==> config.mk <==
export PLATFORM = sky130hd
export DESIGN_NAME = proximity_toggle_switch_controller
export DESIGN_NICKNAME = d
export VERILOG_FILES = /design/src/rtl/ptsc_pkg.sv /design/src/rtl/ptsc_echo_timer.sv /design/src/rtl/proximity_toggle_switch_controller.sv
export SDC_FILE = /design/constraint.sdc
export NUM_CORES = 1
export LEC_CHECK = 0
export BUFFER_PORTS_ARGS = -buffer_cell sky130_fd_sc_hd__buf_2
export CAP_MARGIN = 10
export CORE_MARGIN = 2
export CORE_UTILIZATION = 54
export DETAILED_ROUTE_END_ITERATION = 10
export PLACE_DENSITY = 0.76
export RECOVER_POWER = 25
export SLEW_MARGIN = 20
export SYNTH_ARGS = -nofsm -noshare
export SYNTH_HDL_FRONTEND = slang
export SYNTH_HIERARCHICAL = 1
export SYNTH_SLANG_ARGS = --single-unit
==> constraint.sdc <==
create_clock -name clk -period 9.7 [get_ports clk]
set_input_delay 0.97 -clock clk [delete_from_list [all_inputs] [get_ports clk]]
set_output_delay 0.97 -clock clk [all_outputs]
set_load 0.005 [all_outputs]
==> src/rtl/ptsc_pkg.sv <==
// Package for the proximity toggle switch controller.
// Holds phase codes, register indexes, reset values, conversion constants
// and the control struct shared by the top level and the echo timer.
package ptsc_pkg;

    // Default counter width (phase counter and echo pulse length)
    localparam int COUNTER_BITS_DEFAULT = 24;

    // Payload widths
    localparam int POT_W    = 10;
    localparam int DIST_W   = 16;
    localparam int CFG_W    = 24;
    localparam int TRIG_W   = 8;
    localparam int IN_W     = 16;
    localparam int OUT_W    = 24;
    localparam int CFG_IDX_W = 3;

    // Configuration register indexes
    localparam logic [CFG_IDX_W-1:0] CFG_IDLE_DELAY   = 3'd0;
    localparam logic [CFG_IDX_W-1:0] CFG_LOCKOUT      = 3'd1;
    localparam logic [CFG_IDX_W-1:0] CFG_TRIG_WIDTH   = 3'd2;
    localparam logic [CFG_IDX_W-1:0] CFG_ECHO_TIMEOUT = 3'd3;

    // Register reset values
    localparam logic [CFG_W-1:0]  IDLE_DELAY_RST   = 24'd50000;
    localparam logic [CFG_W-1:0]  LOCKOUT_RST      = 24'd700000;
    localparam logic [TRIG_W-1:0] TRIG_WIDTH_RST   = 8'd10;
    localparam logic [CFG_W-1:0]  ECHO_TIMEOUT_RST = 24'd60000;

    // Echo time to centimetres: cm = ticks * 17 / 1000, built up one tick at a time
    localparam int DIST_REM_W = 10;
    localparam logic [DIST_REM_W:0] DIST_STEP = 11'd17;
    localparam logic [DIST_REM_W:0] DIST_DIV  = 11'd1000;
    localparam logic [DIST_W-1:0]   DIST_MAX  = 16'hFFFF;

    // Threshold: pot * 58 / 1024 + 2
    localparam logic [5:0] THR_MULT   = 6'd58;
    localparam int         THR_SHIFT  = 10;
    localparam logic [5:0] THR_OFFSET = 6'd2;

    // Controller phases, one-hot
    typedef enum logic [3:0] {
        PH_IDLE    = 4'b0001,
        PH_TRIG    = 4'b0010,
        PH_MEASURE = 4'b0100,
        PH_LOCKOUT = 4'b1000
    } phase_t;

    // Echo timer controls, already qualified with item acceptance
    typedef struct packed {
        logic start;   // rising echo edge: pulse length 1
        logic step;    // echo still high: one more tick
    } echo_ctl_t;

endpackage

==> src/rtl/ptsc_echo_timer.sv <==
// Echo pulse timer for the proximity toggle switch controller.
// Counts echo high ticks and keeps the matching distance in centimetres
// incrementally (17/1000 cm per tick). Depends on ptsc_pkg.
module ptsc_echo_timer #(
    parameter int COUNTER_BITS = ptsc_pkg::COUNTER_BITS_DEFAULT
) (
    input  logic                            clk,
    input  logic                            rst_n,
    input  ptsc_pkg::echo_ctl_t             ctl,
    output logic [ptsc_pkg::DIST_W-1:0]     dist_cm
);

    localparam logic [32:0] CNT_MAX_W = (33'd1 << COUNTER_BITS) - 33'd1;
    localparam logic [COUNTER_BITS-1:0] CNT_MAX = CNT_MAX_W[COUNTER_BITS-1:0];

    logic [COUNTER_BITS-1:0]           pulse_reg, pulse_next;
    logic [ptsc_pkg::DIST_REM_W-1:0]   rem_reg, rem_next;
    logic [ptsc_pkg::DIST_W-1:0]       cm_reg, cm_next;
    logic [ptsc_pkg::DIST_REM_W:0]     rem_sum;

    assign rem_sum = {1'b0, rem_reg} + ptsc_pkg::DIST_STEP;

    // Pulse length and centimetre accumulator
    always_comb
    begin
        pulse_next = pulse_reg;
        rem_next   = rem_reg;
        cm_next    = cm_reg;
        if (ctl.start)
        begin
            pulse_next = {{(COUNTER_BITS-1){1'b0}}, 1'b1};
            rem_next   = ptsc_pkg::DIST_STEP[ptsc_pkg::DIST_REM_W-1:0];
            cm_next    = '0;
        end
        else if (ctl.step && (pulse_reg != CNT_MAX))
        begin
            pulse_next = pulse_reg + 1'b1;
            if (rem_sum >= ptsc_pkg::DIST_DIV)
            begin
                rem_next = 10'(rem_sum - ptsc_pkg::DIST_DIV);
                if (cm_reg != ptsc_pkg::DIST_MAX)
                begin
                    cm_next = cm_reg + 1'b1;
                end
            end
            else
            begin
                rem_next = rem_sum[ptsc_pkg::DIST_REM_W-1:0];
            end
        end
    end

    always_ff @(posedge clk or negedge rst_n)
    begin
        if (!rst_n)
        begin
            pulse_reg <= '0;
            rem_reg   <= '0;
            cm_reg    <= '0;
        end
        else
        begin
            pulse_reg <= pulse_next;
            rem_reg   <= rem_next;
            cm_reg    <= cm_next;
        end
    end

    assign dist_cm = cm_reg;

endmodule

==> src/rtl/proximity_toggle_switch_controller.sv <==
// Proximity toggle switch controller: ultrasonic echo ranging, relay toggle.
// Latency: the result of an item is presented the cycle after it is accepted.
// Throughput: one item per cycle while results are taken; the phase counter
// and echo timer update in a single pass; a stalled consumer stalls the input.
// Reset: relay off, idle phase, counters cleared, registers at defaults.
// Depends on ptsc_pkg and ptsc_echo_timer.
module proximity_toggle_switch_controller #(
    parameter int COUNTER_BITS = ptsc_pkg::COUNTER_BITS_DEFAULT
) (
    input  logic                                clk,
    input  logic                                rst_n,
    // Input stream
    input  logic                                s_axis_tvalid,
    output logic                                s_axis_tready,
    // [0] echo_level, [1] button_level, [11:2] pot_value, [15:12] zero
    input  logic [ptsc_pkg::IN_W-1:0]           s_axis_tdata,
    // Result stream
    output logic                                m_axis_tvalid,
    input  logic                                m_axis_tready,
    // [0] trigger_out, [1] relay_on, [2] measure_done, [18:3] distance_cm,
    // [19] detected, [23:20] zero
    output logic [ptsc_pkg::OUT_W-1:0]          m_axis_tdata,
    // Configuration writes
    input  logic                                cfg_valid,
    output logic                                cfg_ready,
    input  logic [ptsc_pkg::CFG_IDX_W-1:0]      cfg_index,
    input  logic [ptsc_pkg::CFG_W-1:0]          cfg_data
);

    localparam logic [32:0] CNT_MAX_W = (33'd1 << COUNTER_BITS) - 33'd1;
    localparam logic [COUNTER_BITS-1:0] CNT_MAX = CNT_MAX_W[COUNTER_BITS-1:0];
    localparam logic [COUNTER_BITS-1:0] CNT_ONE = {{(COUNTER_BITS-1){1'b0}}, 1'b1};

    // Clamp a 24-bit register value to the counter range
    function automatic logic [COUNTER_BITS-1:0] clamp_cnt(input logic [23:0] v);
        if ({9'd0, v} > CNT_MAX_W)
            return CNT_MAX;
        else
            return COUNTER_BITS'(v);
    endfunction

    // Same, with a zero value acting as one tick
    function automatic logic [COUNTER_BITS-1:0] limit_cnt(input logic [23:0] v);
        if (v == 24'd0)
            return CNT_ONE;
        else
            return clamp_cnt(v);
    endfunction

    // Configuration registers
    logic [ptsc_pkg::CFG_W-1:0]  idle_delay_reg;
    logic [ptsc_pkg::CFG_W-1:0]  lockout_reg;
    logic [ptsc_pkg::TRIG_W-1:0] trig_width_reg;
    logic [ptsc_pkg::CFG_W-1:0]  echo_timeout_reg;

    // Controller state
    ptsc_pkg::phase_t            phase_reg, phase_next;
    logic [COUNTER_BITS-1:0]     cnt_reg, cnt_next, cnt_inc;
    logic                        started_reg, started_next;
    logic                        prev_echo_reg;
    logic                        relay_reg, relay_next;
    logic [ptsc_pkg::DIST_W-1:0] dist_reg, dist_next;

    // Output register
    logic                        out_valid_reg;
    logic [ptsc_pkg::OUT_W-1:0]  out_data_reg;

    // Per-item signals
    logic                        accept;
    logic                        echo, button;
    logic [ptsc_pkg::POT_W-1:0]  pot;
    logic [15:0]                 thr_prod;
    logic [5:0]                  thres;
    logic                        trig, done, det;
    logic [COUNTER_BITS-1:0]     lim_idle, lim_trig, lim_timeout, lim_lockout;
    logic [ptsc_pkg::DIST_W-1:0] timer_cm;
    ptsc_pkg::echo_ctl_t         ctl, timer_ctl;

    assign cfg_ready     = 1'b1;
    assign s_axis_tready = !out_valid_reg || m_axis_tready;
    assign accept        = s_axis_tvalid && s_axis_tready;

    assign echo   = s_axis_tdata[0];
    assign button = s_axis_tdata[1];
    assign pot    = s_axis_tdata[11:2];

    // Distance threshold from the potentiometer
    assign thr_prod = {6'd0, pot} * {10'd0, ptsc_pkg::THR_MULT};
    assign thres    = thr_prod[ptsc_pkg::THR_SHIFT +: 6] + ptsc_pkg::THR_OFFSET;

    // Phase limits
    assign lim_idle    = clamp_cnt(idle_delay_reg);
    assign lim_trig    = (trig_width_reg == 8'd0) ? CNT_ONE
                       : {{(COUNTER_BITS-8){1'b0}}, trig_width_reg};
    assign lim_timeout = limit_cnt(echo_timeout_reg);
    assign lim_lockout = limit_cnt(lockout_reg);

    assign cnt_inc = (cnt_reg != CNT_MAX) ? cnt_reg + 1'b1 : cnt_reg;

    // Configuration write port
    always_ff @(posedge clk or negedge rst_n)
    begin
        if (!rst_n)
        begin
            idle_delay_reg   <= ptsc_pkg::IDLE_DELAY_RST;
            lockout_reg      <= ptsc_pkg::LOCKOUT_RST;
            trig_width_reg   <= ptsc_pkg::TRIG_WIDTH_RST;
            echo_timeout_reg <= ptsc_pkg::ECHO_TIMEOUT_RST;
        end
        else if (cfg_valid)
        begin
            case (cfg_index)
                ptsc_pkg::CFG_IDLE_DELAY:   idle_delay_reg   <= cfg_data;
                ptsc_pkg::CFG_LOCKOUT:      lockout_reg      <= cfg_data;
                ptsc_pkg::CFG_TRIG_WIDTH:   trig_width_reg   <= cfg_data[7:0];
                ptsc_pkg::CFG_ECHO_TIMEOUT: echo_timeout_reg <= cfg_data;
                default: ;
            endcase
        end
    end

    // Phase sequencing for one tick
    always_comb
    begin
        phase_next   = phase_reg;
        cnt_next     = cnt_reg;
        started_next = started_reg;
        relay_next   = relay_reg;
        dist_next    = dist_reg;
        trig         = 1'b0;
        done         = 1'b0;
        det          = 1'b0;
        ctl          = '0;
        case (phase_reg)
            ptsc_pkg::PH_TRIG:
            begin
                trig = 1'b1;
                if (cnt_inc >= lim_trig)
                begin
                    phase_next   = ptsc_pkg::PH_MEASURE;
                    cnt_next     = '0;
                    started_next = 1'b0;
                end
                else
                begin
                    cnt_next = cnt_inc;
                end
            end
            ptsc_pkg::PH_MEASURE:
            begin
                if (started_reg && !echo)
                begin
                    // falling edge: measurement complete
                    dist_next    = timer_cm;
                    done         = 1'b1;
                    started_next = 1'b0;
                    cnt_next     = '0;
                    if (timer_cm < {10'd0, thres})
                    begin
                        relay_next = !relay_reg;
                        det        = 1'b1;
                        phase_next = ptsc_pkg::PH_LOCKOUT;
                    end
                    else
                    begin
                        phase_next = ptsc_pkg::PH_IDLE;
                    end
                end
                else
                begin
                    if (!started_reg)
                    begin
                        if (echo && !prev_echo_reg)
                        begin
                            started_next = 1'b1;
                            ctl.start    = 1'b1;
                        end
                    end
                    else
                    begin
                        ctl.step = 1'b1;
                    end
                    // echo timeout
                    if (cnt_inc >= lim_timeout)
                    begin
                        phase_next   = ptsc_pkg::PH_IDLE;
                        cnt_next     = '0;
                        started_next = 1'b0;
                    end
                    else
                    begin
                        cnt_next = cnt_inc;
                    end
                end
            end
            ptsc_pkg::PH_LOCKOUT:
            begin
                if (cnt_inc >= lim_lockout)
                begin
                    phase_next = ptsc_pkg::PH_IDLE;
                    cnt_next   = '0;
                end
                else
                begin
                    cnt_next = cnt_inc;
                end
            end
            default:
            begin
                // idle wait, also any unknown code
                phase_next = ptsc_pkg::PH_IDLE;
                if (cnt_reg >= lim_idle)
                begin
                    cnt_next = '0;
                    if (!button)
                    begin
                        relay_next = !relay_reg;
                        det        = 1'b1;
                        phase_next = ptsc_pkg::PH_LOCKOUT;
                    end
                    else
                    begin
                        phase_next = ptsc_pkg::PH_TRIG;
                    end
                end
                else
                begin
                    cnt_next = cnt_inc;
                end
            end
        endcase
    end

    // Timer moves only on accepted items
    assign timer_ctl.start = ctl.start && accept;
    assign timer_ctl.step  = ctl.step && accept;

    ptsc_echo_timer #(
        .COUNTER_BITS (COUNTER_BITS)
    ) u_echo_timer (
        .clk     (clk),
        .rst_n   (rst_n),
        .ctl     (timer_ctl),
        .dist_cm (timer_cm)
    );

    // State update
    always_ff @(posedge clk or negedge rst_n)
    begin
        if (!rst_n)
        begin
            phase_reg     <= ptsc_pkg::PH_IDLE;
            cnt_reg       <= '0;
            started_reg   <= 1'b0;
            prev_echo_reg <= 1'b0;
            relay_reg     <= 1'b0;
            dist_reg      <= '0;
        end
        else if (accept)
        begin
            phase_reg     <= phase_next;
            cnt_reg       <= cnt_next;
            started_reg   <= started_next;
            prev_echo_reg <= echo;
            relay_reg     <= relay_next;
            dist_reg      <= dist_next;
        end
    end

    // Result register
    always_ff @(posedge clk or negedge rst_n)
    begin
        if (!rst_n)
        begin
            out_valid_reg <= 1'b0;
        end
        else if (accept)
        begin
            out_valid_reg <= 1'b1;
        end
        else if (m_axis_tready)
        begin
            out_valid_reg <= 1'b0;
        end
    end

    always_ff @(posedge clk)
    begin
        if (accept)
        begin
            out_data_reg <= {4'd0, det, dist_next, done, relay_next, trig};
        end
    end

    assign m_axis_tvalid = out_valid_reg;
    assign m_axis_tdata  = out_data_reg;

endmodule
==> run summary <==
Layout Cells excl Fill: 1795
Io pins: 75
Residual DRC: 0
Synth-to-Final Area Change: 9.12%
Largest net degree at the start of global routing: 98
EDFF count, synth: 20
Xor and xnor area share after synthesis: 4.53%
Iter 0 DRT Violations: 715
Global routing usage on met2: 39.0%
Final period utilization: 67.5%
Critical path fanouts, max: 4
Vias: 10313
Vias in the first global route: 10160
Dpl cells: 1763
Final setup violation count: 0
CP Class: primary input to flip-flop
Multiplexer share of the synthesized area: 3.92%
Worst-margin pin slew: 5.29 ns
Port bufs: 65
Via-to-Cell Ratio: 5.75
First-pass GRT wire length: 50.1 mm
RSZ-0062 raised after global routing: false
Worst-Skew Late Latency: 0.45 ns
Seq/Total Area, Yosys: 38.8%
Top post-synthesis cells by area: dfrtp_1 29%, ha_1 11%, dfstp_2 5.0%, nand2_1 4.6%, edfxtp_1 4.6%
Initial core utilization: 54.4%
Fin. Hold Viols: 0
Critical Path RT: 9.89 ns
Core Area: 0.0241 mm2
DP HPWL: 20.9 mm
Hold-fix buffers, CTS: 0
GRT Overall Usage: 23.8%
HP Class: flip-flop to flip-flop
Std-Cell Rows: 57
Clock root buffer: clkbuf_16
Setup bufs post-CTS: 0
Final wirelength: 28.9 mm
CTS tree: done
Detail Route Antenna Nets: 0
Count of state elements after synthesis: 198
Status: complete, but fails checks
Cts repair resizes: 0
Critical Path AT: 6.74 ns
Ys Warns: 6
Die area: 0.0255 mm2
Setup TNS: 0 ns
Chip Width: 160 um
Fmax: 153 MHz
Type of destination of the critical path: flip-flop
Die height: 160 um
Mapped cell area: 0.0131 mm2
Syn_area_per_cell: 9.22 um2
Distinct cell type count of the synthesized netlist: 93
Filler cells: 2057
GR peak layer: met2
Met1 Usage GRT: 32.6%
Clock transition at path regs: 0.08 ns
Initial antenna violation count: 1
H-tree depth: 4
Routed length per instance: 16.1 um
Synth Area in Compound Gates: 13.0%
Grt met3 use: 4.36%
Setup crit start kind: primary input
Ys async rst share: 89.9%
Synth Instances: 1422
Post-synthesis adder-cell area fraction: 13.7%
Synth area leader: dfrtp_1
VDD IR max: 94.4 uV
Final GP Congestion: 0.858
Failing checks: max-capacitance violations, max-slew violations
# diodes: 0
Final clock skew: 0.0181 ns
Fin. max-slew vios: 98
Nets: 1640
Share of cells above drive strength 1: 14.0%
Power per cell area: 170 mW/mm2
Lkg Pwr: 6.65 nW
First drt pass iteration count: 5
Ys flop type: dfrtp_1
Simple-gate area share of the yosys netlist: 19.8%
Clock buffer depth: 2
Max Cap Viol: 1
Share of the synthesized area in the top cell type: 29.2%
CTS Buf Count: 17
Main combinational cell family by area after synthesis: simple AND/OR/NAND/NOR gates
Final min period: 6.55 ns
Gr ovfl total: 0
Clk sinks: 198
Relative slew slack: -253%
[routing by layer]
metal  share of wire (%)  wire, um  up-vias
met4                 1.6       449        0
met2                  48     13800      232
met1                  46     13200     4996
met5                   0         0        -
met3                 5.0      1430       35
li1                    -         -     5050
[cell families after synthesis]
family          count (synthesis)
mux                            46
simple gates                  508
xor+xnor                       67
fa+ha+maj                     135
compound gates                264
other cells                     2
buf+inv                       202
flops                         198
[power by group]
part,internal [W],switching (W)
Clock,0.000350,0.000365
Sequential,0.000966,0.0000725
Combinational,0.000294,0.000385
Total,0.00161,0.000822
[Yosys cell counts, types with 25 or more instances]
| cell | number |
|---|---|
| xnor2_1 | 38 |
| inv_1 | 137 |
| dfstp_2 | 25 |
| o21ai_0 | 98 |
| ha_1 | 120 |
| a21oi_1 | 51 |
| nor2_1 | 124 |
| dfrtp_1 | 153 |
| xor2_1 | 28 |
| clkbuf_1 | 38 |
| nand2_1 | 162 |
| nand4_1 | 29 |
| mux2_2 | 39 |
| nand3_1 | 41 |
[critical path: stages]
cell and delay [ns]:
buf_2 0.11, inv_1 0.08, fa_1 0.53, inv_1 0.04, ha_1 0.26, inv_1 0.05, fa_1 0.50, inv_1 0.05
ha_1 0.26, o21ai_0 0.08, a221o_1 0.41, a31oi_1 0.23, xor2_1 0.13, ha_1 0.25, nor2b_1 0.18, and3_1 0.18
a21oi_1 0.11, nor2_1 0.06, a21oi_1 0.15, nand3_1 0.12, xnor2_1 0.17, ha_1 0.31, nand2_1 0.05, o41ai_1 0.90
a21boi_0 0.31, nor2_1 0.10, xor2_1 0.15
[cells in the final DEF (no fill, tap or decap), types with 5 or more instances in the layout]
cell,Yosys,layout
xnor2_1,38,38
nor3_1,19,19
nand2b_1,10,10
dfstp_2,25,25
inv_1,137,136
nand3_1,41,41
a21oi_1,51,51
o21a_1,6,6
buf_4,7,10
and4_1,13,13
xor2_1,28,28
nand2_1,162,161
clkbuf_16,0,17
a21o_1,19,19
nand4_1,29,29
o211ai_1,5,5
conb_1,2,5
fa_1,14,14
a211oi_1,7,6
nor2_1,124,124
and2_1,7,6
or3_1,11,11
a31oi_1,5,5
nor4_1,20,20
or4_1,12,12
ha_1,120,120
o31ai_1,16,16
and3_1,15,15
mux2_2,39,39
nor2b_1,13,13
clkinv_8,0,5
buf_2,14,63
edfxtp_1,20,20
o21ai_0,98,98
dfrtp_1,153,153
[path summary, 6_finish.rpt]
check	endpoint	slack, ns	cells after the start	startpoint
max in group asynchronous	cnt_reg[5]	4.27	1	rst_n
min in group asynchronous	echo_timeout_reg[21]	2.47	1	rst_n
max reg2reg	cnt_reg[10]	4.63	17	cnt_reg[0]
min	relay_reg	0.49	1	relay_reg
max	m_axis_tdata[1]	3.15	27	s_axis_tdata[4]
min reg2reg	relay_reg	0.49	1	relay_reg
[area by class of cell]
| class | count | area [um2] | area share [%] |
|---|---|---|---|
| flip-flops and latches | 198 | 5090 | 35.5 |
| inverters | 139 | 522 | 3.65 |
| repair buffers | 77 | 413 | 2.89 |
| well taps | 324 | 405 | 2.83 |
| clock buffers | 17 | 425 | 2.97 |
| multi-input cells | 1025 | 7280 | 50.9 |
| clock inverters | 15 | 176 | 1.23 |
[through the flow]
step	hold WS (ns)	power (W)	util [%]	area, um2	worst slack [ns]
floorplan	0.461	0.00153	-	13100	3.85
global placement	0.479	0.00168	56.9	13700	2.85
detailed placement	0.481	0.00172	56.9	13700	2.76
CTS	0.494	0.00245	59.4	14300	3.22
global route	0.526	0.00260	59.4	14300	2.68
finish	0.490	0.00243	59.4	14300	3.15
Power figures use the tool's default switching activity.
